**config.mk**
```make
export PLATFORM = sky130hd
export DESIGN_NAME = fixed_point_twiddle_complex_mul_top
export DESIGN_NICKNAME = d
export VERILOG_FILES = /design/src/hw/rtl/ftcm_pkg.sv /design/src/hw/rtl/ftcm_cell.sv /design/src/hw/rtl/ftcm_out.sv /design/src/hw/rtl/fixed_point_twiddle_complex_mul_top.sv
export VERILOG_INCLUDE_DIRS = /design/src /design/src/hw/rtl
export SDC_FILE = /design/constraint.sdc
export NUM_CORES = 2
export LEC_CHECK = 0
export BUFFER_PORTS_ARGS = -buffer_cell sky130_fd_sc_hd__buf_2
export CAP_MARGIN = 5
export CORE_MARGIN = 4
export CORE_UTILIZATION = 50
export CTS_BUF_LIST = sky130_fd_sc_hd__clkbuf_4 sky130_fd_sc_hd__clkbuf_8 sky130_fd_sc_hd__clkbuf_16
export DETAILED_ROUTE_END_ITERATION = 7
export GPL_TIMING_DRIVEN = 0
export PLACE_DENSITY = 0.68
export SYNTH_ARGS = -nofsm -noshare
export SYNTH_HDL_FRONTEND = slang
export SYNTH_SLANG_ARGS = --single-unit
```
**constraint.sdc**
```tcl
create_clock -name clk_i -period 10.7 [get_ports clk_i]
set_clock_uncertainty 0.1 [all_clocks]
set_input_delay 0 -clock clk_i [delete_from_list [all_inputs] [get_ports clk_i]]
set_output_delay 0 -clock clk_i [all_outputs]
set_load 0.1 [all_outputs]
```
**src/hw/rtl/assert_macros.svh**
```systemverilog
// assertion helpers included by the top-level rtl file
`ifndef ASSERT_MACROS_SVH
`define ASSERT_MACROS_SVH

// same-cycle implication, disabled while reset is active
`define ASSERT_IMPL(label, clk, rst_n, cond, expr) \
  label: assert property (@(posedge clk) disable iff (!(rst_n)) (cond) |-> (expr)) \
    else $error("assertion failed: same-cycle implication");

// next-cycle implication, disabled while reset is active
`define ASSERT_NEXT(label, clk, rst_n, cond, expr) \
  label: assert property (@(posedge clk) disable iff (!(rst_n)) (cond) |=> (expr)) \
    else $error("assertion failed: next-cycle implication");

`endif

```
**src/hw/rtl/ftcm_pkg.sv**
```systemverilog
package ftcm_pkg;

  // default fraction width of the datapath
  localparam int unsigned WIDTH_DEF = 16;

  // fixed port widths
  localparam int unsigned DATA_W = 16;
  localparam int unsigned TWR_W  = 17;

  // how the output stage forms the result
  typedef enum logic [1:0] {
    MODE_MUL,
    MODE_UNITY,
    MODE_MINUS_J
  } mode_e;

endpackage

```
**src/hw/rtl/ftcm_cell.sv**
```systemverilog
module ftcm_cell
  import ftcm_pkg::*;
#(
  parameter int unsigned W    = WIDTH_DEF,
  parameter bit          LAST = 1'b0
) (
  input  logic         clk_i,
  input  logic         rst_ni,
  input  logic         valid_i,
  output logic         ready_o,
  output logic         valid_o,
  input  logic         ready_i,
  input  mode_e        mode_i,
  input  logic [W-1:0] a_r_i,
  input  logic [W-1:0] a_i_i,
  input  logic [W-1:0] b_r_i,
  input  logic [W-1:0] b_i_i,
  input  logic [W:0]   pp_rr_i,
  input  logic [W:0]   pp_ii_i,
  input  logic [W:0]   pp_ri_i,
  input  logic [W:0]   pp_ir_i,
  output mode_e        mode_o,
  output logic [W-1:0] a_r_o,
  output logic [W-1:0] a_i_o,
  output logic [W-1:0] b_r_o,
  output logic [W-1:0] b_i_o,
  output logic [W:0]   pp_rr_o,
  output logic [W:0]   pp_ii_o,
  output logic [W:0]   pp_ri_o,
  output logic [W:0]   pp_ir_o
);

  logic         valid_q;
  mode_e        mode_q;
  logic [W-1:0] a_r_q, a_i_q, b_r_q, b_i_q;
  logic [W:0]   pp_rr_q, pp_ii_q, pp_ri_q, pp_ir_q;
  logic [W:0]   pp_rr_d, pp_ii_d, pp_ri_d, pp_ir_d;
  logic         load;

  // one shift-add step; the last cell adds the inverted multiplicand plus one
  function automatic logic [W:0] step(logic [W:0] pp, logic [W-1:0] a, logic b0);
    logic [W:0] addend;
    logic [W:0] sum;
    logic [W:0] res;
    addend = '0;
    if (b0) begin
      addend = LAST ? {~a, 1'b0} : {a, 1'b0};
    end
    sum = pp + addend;
    res = sum >> 1;
    if (LAST) begin
      res = {1'b0, res[W-1:0] + {{(W-1){1'b0}}, b0}};
    end else begin
      res[W] = res[W-1];
    end
    return res;
  endfunction

  // advance when empty or when the neighbor takes our word
  assign ready_o = !valid_q || ready_i;
  assign load    = valid_i && ready_o;

  // partial products of the four real multiplies
  always_comb begin
    pp_rr_d = step(pp_rr_i, a_r_i, b_r_i[0]);
    pp_ii_d = step(pp_ii_i, a_i_i, b_i_i[0]);
    pp_ri_d = step(pp_ri_i, a_r_i, b_i_i[0]);
    pp_ir_d = step(pp_ir_i, a_i_i, b_r_i[0]);
  end

  // valid flag
  always_ff @(posedge clk_i or negedge rst_ni) begin
    if (!rst_ni) begin
      valid_q <= 1'b0;
    end else if (ready_o) begin
      valid_q <= valid_i;
    end
  end

  // payload, multiplier bits shift down one place per cell
  always_ff @(posedge clk_i) begin
    if (load) begin
      mode_q  <= mode_i;
      a_r_q   <= a_r_i;
      a_i_q   <= a_i_i;
      b_r_q   <= b_r_i >> 1;
      b_i_q   <= b_i_i >> 1;
      pp_rr_q <= pp_rr_d;
      pp_ii_q <= pp_ii_d;
      pp_ri_q <= pp_ri_d;
      pp_ir_q <= pp_ir_d;
    end
  end

  assign valid_o = valid_q;
  assign mode_o  = mode_q;
  assign a_r_o   = a_r_q;
  assign a_i_o   = a_i_q;
  assign b_r_o   = b_r_q;
  assign b_i_o   = b_i_q;
  assign pp_rr_o = pp_rr_q;
  assign pp_ii_o = pp_ii_q;
  assign pp_ri_o = pp_ri_q;
  assign pp_ir_o = pp_ir_q;

endmodule

```
**src/hw/rtl/ftcm_out.sv**
```systemverilog
module ftcm_out
  import ftcm_pkg::*;
#(
  parameter int unsigned W = WIDTH_DEF
) (
  input  logic                     clk_i,
  input  logic                     rst_ni,
  input  logic                     valid_i,
  output logic                     ready_o,
  input  mode_e                    mode_i,
  input  logic [W-1:0]             a_r_i,
  input  logic [W-1:0]             a_i_i,
  input  logic [W-1:0]             rr_i,
  input  logic [W-1:0]             ii_i,
  input  logic [W-1:0]             ri_i,
  input  logic [W-1:0]             ir_i,
  output logic                     out_valid_o,
  input  logic                     out_ready_i,
  output logic signed [DATA_W-1:0] prod_real_o,
  output logic signed [DATA_W-1:0] prod_imag_o
);

  logic                     valid_q;
  logic signed [W-1:0]      pr, pi;
  logic signed [DATA_W-1:0] prod_real_q, prod_imag_q;

  // combine the real products or take a special case
  always_comb begin
    unique case (mode_i)
      MODE_UNITY: begin
        pr = a_r_i;
        pi = a_i_i;
      end
      MODE_MINUS_J: begin
        pr = a_i_i;
        pi = W'(0) - a_r_i;
      end
      default: begin
        pr = rr_i - ii_i;
        pi = ri_i + ir_i;
      end
    endcase
  end

  assign ready_o = !valid_q || out_ready_i;

  // output valid
  always_ff @(posedge clk_i or negedge rst_ni) begin
    if (!rst_ni) begin
      valid_q <= 1'b0;
    end else if (ready_o) begin
      valid_q <= valid_i;
    end
  end

  // output word, sign-extended or cut to the port width
  always_ff @(posedge clk_i) begin
    if (valid_i && ready_o) begin
      prod_real_q <= DATA_W'(pr);
      prod_imag_q <= DATA_W'(pi);
    end
  end

  assign out_valid_o = valid_q;
  assign prod_real_o = prod_real_q;
  assign prod_imag_o = prod_imag_q;

endmodule

```
**src/hw/rtl/fixed_point_twiddle_complex_mul_top.sv**
```systemverilog
// Complex multiplier for FFT twiddle factors, signed fractions of WIDTH bits.
// Input channel: in_valid_i / in_ready_o carry one word of data_real_i,
// data_imag_i, twiddle_real_i and twiddle_imag_i. Output channel:
// out_valid_o / out_ready_i carry prod_real_o and prod_imag_o.
// The four real products are shift-add multiplies run down a row of WIDTH
// cells, one multiplier bit per cell, the last cell doing the sign step.
// A registered output stage forms rr - ii and ri + ir or takes the unity
// or minus-j shortcut.
// An accepted word passes through the WIDTH cells and then the output register.
// Throughput: one word per cycle while out_ready_i is high; every cell and the
// output register hold a word, so up to WIDTH + 1 words are in flight.
// When the receiver stalls, words pile up behind the output register and
// empty cells keep filling; in_ready_o falls only once every stage is full.
// Reset (rst_ni low, asynchronous) empties all stages; no word survives.
module fixed_point_twiddle_complex_mul_top
  import ftcm_pkg::*;
#(
  parameter int unsigned WIDTH = WIDTH_DEF
) (
  input  logic                     clk_i,
  input  logic                     rst_ni,
  input  logic                     in_valid_i,
  output logic                     in_ready_o,
  input  logic signed [DATA_W-1:0] data_real_i,
  input  logic signed [DATA_W-1:0] data_imag_i,
  input  logic signed [TWR_W-1:0]  twiddle_real_i,
  input  logic signed [DATA_W-1:0] twiddle_imag_i,
  output logic                     out_valid_o,
  input  logic                     out_ready_i,
  output logic signed [DATA_W-1:0] prod_real_o,
  output logic signed [DATA_W-1:0] prod_imag_o
);

`include "assert_macros.svh"

  localparam logic signed [31:0] HALF = 32'sd1 <<< (WIDTH - 1);

  logic             valid_s [WIDTH+1];
  logic             ready_s [WIDTH+1];
  mode_e            mode_s  [WIDTH+1];
  logic [WIDTH-1:0] ar_s    [WIDTH+1];
  logic [WIDTH-1:0] ai_s    [WIDTH+1];
  logic [WIDTH-1:0] br_s    [WIDTH+1];
  logic [WIDTH-1:0] bi_s    [WIDTH+1];
  logic [WIDTH:0]   rr_s    [WIDTH+1];
  logic [WIDTH:0]   ii_s    [WIDTH+1];
  logic [WIDTH:0]   ri_s    [WIDTH+1];
  logic [WIDTH:0]   ir_s    [WIDTH+1];
  logic [WIDTH:0]   cells_full;
  logic signed [31:0] tr_ext, ti_ext;
  mode_e            in_mode;

  // twiddle classification
  assign tr_ext = 32'(twiddle_real_i);
  assign ti_ext = 32'(twiddle_imag_i);

  always_comb begin
    priority if (tr_ext == HALF && ti_ext == 32'sd0) begin
      in_mode = MODE_UNITY;
    end else if (tr_ext == 32'sd0 && ti_ext == -HALF) begin
      in_mode = MODE_MINUS_J;
    end else begin
      in_mode = MODE_MUL;
    end
  end

  // head of the row: operands reduced to WIDTH bits, products cleared
  assign valid_s[0] = in_valid_i;
  assign in_ready_o = ready_s[0];
  assign mode_s[0]  = in_mode;
  assign ar_s[0]    = WIDTH'(data_real_i);
  assign ai_s[0]    = WIDTH'(data_imag_i);
  assign br_s[0]    = WIDTH'(twiddle_real_i);
  assign bi_s[0]    = WIDTH'(twiddle_imag_i);
  assign rr_s[0]    = '0;
  assign ii_s[0]    = '0;
  assign ri_s[0]    = '0;
  assign ir_s[0]    = '0;

  // row of shift-add cells
  for (genvar k = 0; k < WIDTH; k++) begin : g_cell
    ftcm_cell #(
      .W    (WIDTH),
      .LAST (1'(k == WIDTH - 1))
    ) u_cell (
      .clk_i   (clk_i),
      .rst_ni  (rst_ni),
      .valid_i (valid_s[k]),
      .ready_o (ready_s[k]),
      .valid_o (valid_s[k+1]),
      .ready_i (ready_s[k+1]),
      .mode_i  (mode_s[k]),
      .a_r_i   (ar_s[k]),
      .a_i_i   (ai_s[k]),
      .b_r_i   (br_s[k]),
      .b_i_i   (bi_s[k]),
      .pp_rr_i (rr_s[k]),
      .pp_ii_i (ii_s[k]),
      .pp_ri_i (ri_s[k]),
      .pp_ir_i (ir_s[k]),
      .mode_o  (mode_s[k+1]),
      .a_r_o   (ar_s[k+1]),
      .a_i_o   (ai_s[k+1]),
      .b_r_o   (br_s[k+1]),
      .b_i_o   (bi_s[k+1]),
      .pp_rr_o (rr_s[k+1]),
      .pp_ii_o (ii_s[k+1]),
      .pp_ri_o (ri_s[k+1]),
      .pp_ir_o (ir_s[k+1])
    );
  end

  // combine and output register
  ftcm_out #(
    .W (WIDTH)
  ) u_out (
    .clk_i       (clk_i),
    .rst_ni      (rst_ni),
    .valid_i     (valid_s[WIDTH]),
    .ready_o     (ready_s[WIDTH]),
    .mode_i      (mode_s[WIDTH]),
    .a_r_i       (ar_s[WIDTH]),
    .a_i_i       (ai_s[WIDTH]),
    .rr_i        (rr_s[WIDTH][WIDTH-1:0]),
    .ii_i        (ii_s[WIDTH][WIDTH-1:0]),
    .ri_i        (ri_s[WIDTH][WIDTH-1:0]),
    .ir_i        (ir_s[WIDTH][WIDTH-1:0]),
    .out_valid_o (out_valid_o),
    .out_ready_i (out_ready_i),
    .prod_real_o (prod_real_o),
    .prod_imag_o (prod_imag_o)
  );

  // occupancy of every stage, for the checks below
  always_comb begin
    for (int k = 0; k < WIDTH; k++) begin
      cells_full[k] = valid_s[k+1];
    end
    cells_full[WIDTH] = out_valid_o;
  end

  // input stalls only with every stage full
  `ASSERT_IMPL(a_stall_full, clk_i, rst_ni, !in_ready_o, &cells_full)
  // an accepted word lands in the first cell
  `ASSERT_NEXT(a_accept_lands, clk_i, rst_ni, in_valid_i && in_ready_o, valid_s[1])
  // a finished word moves into an empty output register
  `ASSERT_NEXT(a_drain_out, clk_i, rst_ni, valid_s[WIDTH] && !out_valid_o, out_valid_o)

endmodule

```
Word level (Yosys, flattened, before mapping)
Cells that the tools add are included.
- shift operators: 0
- $add $sub $neg: 67
- reductions and logical operators: 55
- $lt $le $gt $ge: 0
- bitwise operators: 2
- equal/unequal tests: 4
- div/mod/pow operators: 0
- multipliers: 0
- muxes and demuxes: 67
- operators with widths (cell ; number):
    $mux 17 ; 64
    $add 17x17->17 ; 60
    $add 16x1->16 ; 4
    $logic_not 32->1 ; 2
    $pmux 16 s2 ; 2
    $not 16->16 ; 2
    $logic_and 1x1->1 ; 19
    $eq 17x17->1 const B ; 1
    $logic_not 1->1 ; 17
    $logic_or 1x1->1 ; 17
    $add 16x16->16 ; 1
    $eq 16x16->1 const B ; 1
    $sub 1x16->16 const A ; 1
    $sub 16x16->16 ; 1
    $eq 2x1->1 const B ; 1
    $eq 2x2->1 const B ; 1
    $mux 2 ; 1
- bits in writable memories: 0
- memory bits (read-only): 0
- register bits after elaboration: 1857
- latch bits: 0
- memories: 0
- logic and storage cells: 360
- output and inout port bits: 34
- input port bits: 69

Logic depth before layout (Yosys ltp)
- word-level depth: 19
- gate-level depth with buffers: 14

By module
From an unflattened synthesis, not the netlist that was laid out.
- cell total of the unflattened synthesis: 9998
- area total of the unflattened synthesis: 120001.3 sq um
- by module, submodules not included (module ; area each (sq um) ; instances ; cells an instance ; seq. area each (sq um)):
    ftcm_cell (g_cell[2].u_cell ...) ; 7274.5 ; 6 ; 597 ; 3868.7
    ftcm_cell (g_cell[0].u_cell ...) ; 7155.6 ; 5 ; 587 ; 3868.7
    ftcm_cell (g_cell[6].u_cell ...) ; 7278.2 ; 2 ; 598 ; 3868.7
    ftcm_cell (g_cell[15].u_cell) ; 8465.6 ; 1 ; 769 ; 3868.7
    ftcm_cell (g_cell[11].u_cell) ; 7131.8 ; 1 ; 584 ; 3868.7
    ftcm_cell (g_cell[10].u_cell) ; 6980.4 ; 1 ; 552 ; 3868.7
    ftcm_out ; 3352.0 ; 1 ; 366 ; 985.9
    fixed_point_twiddle_complex_mul_top ; 90.1 ; 1 ; 14 ; 0.0

Least setup slack after synthesis
No wires, ideal clock.
- path type: reg-to-reg
- start: register u_out.valid_q, in the netlist u_out.out_valid_o
- end: register g_cell[6].u_cell.a_i_q[0], enable pin
- arrival: 9.909 ns
- library setup time: 0.754 ns
- data required time: 9.846 ns
- cell stages (with the launch flop): 8
- buffers on the path: 0
- slack: -0.064 ns
- cells stage by stage: dfrtp_1 > nor2b_1 > nand3_1 > nor2_1 > and2_1 > and3_1 > and3_1 > a21boi_0
- word-level cells in the longest chain between the ends: 13
- ends and longest elaborated chain (element ; line ; source):
    start: declaration ; ftcm_out.sv:23 ; logic valid_q;
    start signal: assignment ; ftcm_out.sv:52 ; valid_q <= valid_i;
    $logic_not 1->1 ; ftcm_out.sv:45 ; assign ready_o = !valid_q || out_ready_i;
    $logic_or 1x1->1 ; ftcm_out.sv:45 ;
    $logic_or 1x1->1 (10 in series) ; ftcm_cell.sv:60 ; assign ready_o = !valid_q || ready_i;
    $logic_and 1x1->1 ; ftcm_cell.sv:61 ; assign load = valid_i && ready_o;
    net g_cell[6].u_cell.load ; ftcm_cell.sv:38 ; logic load;
    end signal: assignment ; ftcm_cell.sv:85 ; a_i_q <= a_i_i;
    end: declaration ; ftcm_cell.sv:35 ; logic [W-1:0] a_r_q, a_i_q, b_r_q, b_i_q;
The timed path passes the listed nets, and every way through them passes these cells.
A chain may end at the register's enable or synchronous reset.

Worst setup path in the final report
- start: register g_cell[14].u_cell.b_r_q[0]
- end: register g_cell[15].u_cell.pp_ir_q[11] (data pin)
- word-level cells in the longest chain between the ends: 3
- ends and longest elaborated chain (element ; line ; source):
    start: declaration ; ftcm_cell.sv:35 ;
    start signal: assignment ; ftcm_cell.sv:86 ; b_r_q <= b_r_i >> 1;
    $mux 17 ; ftcm_cell.sv:46 ; if (b0) begin
    $add 17x17->17 ; ftcm_cell.sv:49 ; sum = pp + addend;
    $add 16x1->16 * ; ftcm_cell.sv:52 ; res = {1'b0, res[W-1:0] + {{(W-1){1'b0}}, b0}};
    net g_cell[15].u_cell.pp_ir_d[11] ; ftcm_cell.sv:37 ; logic [W:0] pp_rr_d, pp_ii_d, pp_ri_d, pp_ir_d;
    end signal: assignment ; ftcm_cell.sv:91 ; pp_ir_q <= pp_ir_d;
    end: declaration ; ftcm_cell.sv:36 ; logic [W:0] pp_rr_q, pp_ii_q, pp_ri_q, pp_ir_q;
Mark *: on every way through the listed nets, which the timed path passes. The rest lies on a longest branch.

==> results.txt <==
The run finished with clean final reports. The power per cell area is 232.3 mW/mm^2. In this run the post-CTS setup repair buffer count came out at 0. The initial utilization of the core area, before any placement, comes to between 50% and 60%. The share of the Yosys chip area taken by registers is 52.53%. OpenSTA, run right after detailed placement, puts the worst setup slack at 5287 ps.

STA classifies the critical path startpoint as a register. The net count of the finished layout is between 10,000 and 15,000. The transition time at the pin with the least slew margin is between 900 and 1000 ps. The post-route netlist has 5.373% of its cells at a drive strength greater than 1. Across the run, the number of max-cap violations was 0. Once layout is complete, the utilization of the core stands at ~57%. The largest vdd supply drop is between 0.3 and 0.4 mV. The path depth of the worst reg2reg path came out at 13.

The number of cell rows is about 170. For this block, the routed nets add up to roughly 220,000 um of wire. The signal on the critical path passes through clkbuf_1 > nor2b_1 > ha_1 > inv_1 > fa_1 > nand2b_1 > a31oi_2 > o221ai_1 > nand2b_1 > xnor2_1 > nor3_2 > nand3_2 > xnor2_1. The maximum root-to-sink buffer count is 3.

The chip height is approximately 460 um. The achievable clock frequency is 191.6 MHz. The H-tree generated during clock tree synthesis spans 4 levels. The startpoint identified for the worst hold timing path is twiddle_real_i[8]. TritonCTS built the clock tree. In the finished design, the share of the clock period the worst path needs comes to between 40% and 50%. The final count of negative-setup-slack endpoints is 0.

The worst hold path passes through 5 cells. The count of final hold-check violations is 0. In this run the critical register-to-register path is captured at g_cell[15].u_cell.pp_ir_o[11]. The largest individual stage delay along the critical path comes from the cell edfxtp_1. The number of register bits inferred by synthesis is approximately 1,800. The last weighted congestion value of the routability-driven placer came out at a little over 0.9. The total routing resource utilization after global routing is between 20% and 30%. The data required time of the worst path came out at 11,140 ps.

The setup slack of the most critical reg-to-reg path came out at 5480 ps. Relative to the synthesized area, the layout overhead comes to 12.20%. In the synthesized netlist, the number of instances is about 8,900.

Setup slack closes at around 5500 ps. The post-route minimum period is between 5000 and 6000 ps. The number of synthesized flops with an enable pin came out at 1,780.

The wire length of the first global-routing pass came out at about 350,000 um. The die extent in x is 460.9 um. 0 antenna diodes ended up in the layout. The number of nets produced by synthesis came out at approximately 10,000. The wire length per cell after detailed routing is about 18 um. The die covers 0.2125 mm^2.

The number of pins with negative max-slew slack in the final report is 0. The number of detailed-routing iterations run before antenna repair came out at 5. The predominant post-synthesis flop cell is edfxtp_1.

The count of warnings emitted by yosys came out at 0. The first routing iteration left between 2,000 and 3,000 violations. In this run, placement finished with an instance count of 11,750. In this run the standard cell core region covers between 0.2 and 0.25 mm^2. The startpoint of the worst-slack reg-to-reg timing path is g_cell[14].u_cell.b_r_o[0]. Once layout is complete, the cells apart from fillers number 12,240. The root buffer cell chosen for the clock tree is clkbuf_16. The analysis attributes to cell leakage a power of 45.02 nW. The biggest fanout along the worst timing path is 10. For this design, the sink count on the clock tree is 1,797. The netlist area before placement came out at between 0.1 and 0.15 mm^2. The initial antenna violation count came out at 1. Counting flops with an async set or reset pin after synthesis yields a share of less than 1%.

Buffers inserted during clock tree synthesis total roughly 190. The boundary pin count is ~100. By startpoint and endpoint, the worst setup path is classified as register to register. The quantity of I/O buffers inserted on ports came out at 102.

The number of design rule violations left after detail routing came out at 0. Entering global routing, the biggest net connects 72 pins. The worst setup path is captured at a register.

The detailed placer's ending HPWL came out at roughly 180,000 um. The worst hold path terminates at g_cell[0].u_cell.mode_o[0]. The peak per-stage delay on the critical path is 740 ps. After routing, the total negative slack on setup checks comes to 0 ps. The via count of the first global-routing pass was 68,430. Clock-pin slew was measured on the worst setup and hold paths at ~70 ps. The post-synthesis area per instance is between 10 and 15 um^2. The final antenna-violating net count came out at 0. The number of vias after detailed routing is between 60,000 and 70,000. The worst min-delay path class is primary input to register. Setup repair after global routing left no endpoint under its margin.

The number of different library cells used by synthesis comes to approximately 80. The total overflow left after global routing is 0. The worst slew margin relative to its limit is about a third. The arrival time at the worst endpoint came out at around 5700 ps. The detail-routed via count per cell came out at between 5 and 6. For the worst-skew pair, the clock arrives at the later sink with an insertion delay of 830 ps.
-- stage by stage --
stage / power, mW / area, um^2 / hold WS (ps)
finish: 26.73 / 115100 / 105.0
global route: 28.41 / 115100 / 96.19
CTS: 26.95 / 115100 / 15.19
detailed placement: 20.01 / 107200 / -112.3
global placement: 19.80 / 106400 / -132.6
floorplan: 17.67 / 102600 / -395.6
-- cells in the final DEF (no fill, tap or decap), types with 18 or more instances in the layout --
master         Yosys  layout
a21boi_0         105     102
inv_1            386     386
nand2b_1         123     123
clkinv_1           0      40
clkbuf_16          0     193
o21ai_0          384     384
a41oi_1           89      89
nor2_1           741     741
or2_2             23      23
fa_1              62      62
o2111ai_1         59      59
nor2b_1          293     289
xnor2_1          592     592
a2111oi_0         40      40
dlygate4sd3_1      0     135
nor3_1           171     171
a211oi_1          51      51
buf_2              0     102
and3_1           102     102
a21oi_1          465     465
nand2_1          484     484
bufinv_16          0      22
clkinv_2           0      34
nor3b_1           42      42
clkbuf_1         108     108
ha_1             885     885
buf_12             0      18
nor4_1            24      24
and2_1           833     823
clkbuf_4           0      34
a211o_1           42      42
o21a_1           131     131
a21o_1            88      88
a31oi_1           47      47
nand3_1          291     291
xor2_1           153     153
nand4_1          123     123
a221oi_1          34      34
edfxtp_1        1780    1780
-- power breakdown --
part	internal [mW]	switching (mW)
clock	3.99	2.81
combinational	3.77	5.59
sequential	9.82	0.745
-- repair_timing --
| action | 4_1_cts | 5_1_grt |
|---|---|---|
| hold buffers | 135 | 0 |
| endpoints found under the hold margin | 204 | 0 |
| resized for setup | 0 | 0 |
-- registers in the layout, indices dropped and copies added, names as in the netlist, 32 cells and up --
name,cells
g_cell.u_cell.mode_o,32
g_cell.u_cell.pp_rr_o,241
g_cell.u_cell.a_i_o,256
g_cell.u_cell.b_i_o,120
g_cell.u_cell.a_r_o,256
g_cell.u_cell.pp_ri_o,241
g_cell.u_cell.pp_ir_o,241
g_cell.u_cell.b_r_o,120
g_cell.u_cell.pp_ii_o,241
-- cells in the mapped netlist (all sizes together), types with 153 or more instances --
library cell	instances	share of area [%]
nand2	484	1.8
and2	833	5.1
edfxtp	1780	52
nor3	177	0.89
o21ai	388	1.9
ha	885	11
inv	386	1.4
nor2	741	2.7
a21oi	466	2.3
nor2b	293	1.8
nand3	292	1.4
xor2	153	1.3
xnor2	592	5.1
-- worst max-delay path by stage --
stage,startpoint,end,slack (ps),cells after the start
floorplan,u_out.out_valid_o,g_cell[8].u_cell.a_i_o[0],410,6
global placement,u_out.out_valid_o,g_cell[8].u_cell.b_r_o[4],-1780,6
detailed placement,g_cell[14].u_cell.b_r_o[0],g_cell[15].u_cell.pp_ir_o[11],5290,13
CTS,g_cell[14].u_cell.b_r_o[0],g_cell[15].u_cell.pp_ir_o[11],5300,13
global route,g_cell[14].u_cell.b_r_o[0],g_cell[15].u_cell.pp_ir_o[15],5230,14
finish,g_cell[14].u_cell.b_r_o[0],g_cell[15].u_cell.pp_ir_o[11],5480,13
-- worst max-delay path: cells and delay by family (launching register included) --
family	cells	cell delay [ps]
buffers and inverters	2	690
AOI/OAI and AO/OA	2	730
xor gates and xnor gates	2	760
DFF	1	740
and+or+nand+nor	5	1280
adders and majority gates	2	640
-- routing by layer --
layer  GRT usage (%)  share of wire [%]  vias up
li1                -                  -    33850
met4           14.31                7.9        0
met2           41.14                 55     1106
met3           2.596                2.6      567
met1           20.14                 35    31680
met5               0                  0        -
-- layout make-up --
| type | count | area [um^2] |
|---|---|---|
| buffer | 109 | 409.1 |
| fill | 16780 | 88050 |
| clock buffer | 232 | 5154 |
| timing repair buffer | 265 | 2497 |
| inverter | 386 | 1449 |
| clock inverter | 126 | 1434 |
| tap | 2672 | 3343 |
| sequential | 1797 | 53880 |
| multi-input combinational | 6651 | 46930 |
-- logic make-up (layout without fill, tap and decap cells) --
| family | Yosys count | in the layout | synth area share [%] |
|---|---|---|---|
| flops | 1797 | 1797 | 52.53 |
| xor+xnor | 746 | 746 | 6.383 |
| fa+ha+maj | 947 | 947 | 12.01 |
| mux | 3 | 3 | 0.02928 |
| buf+inv | 495 | 1118 | 1.811 |
| simple gates | 3301 | 3301 | 16.76 |
| compound gates | 1654 | 1654 | 10.49 |
No activity file was read; power rests on OpenSTA's default activity.
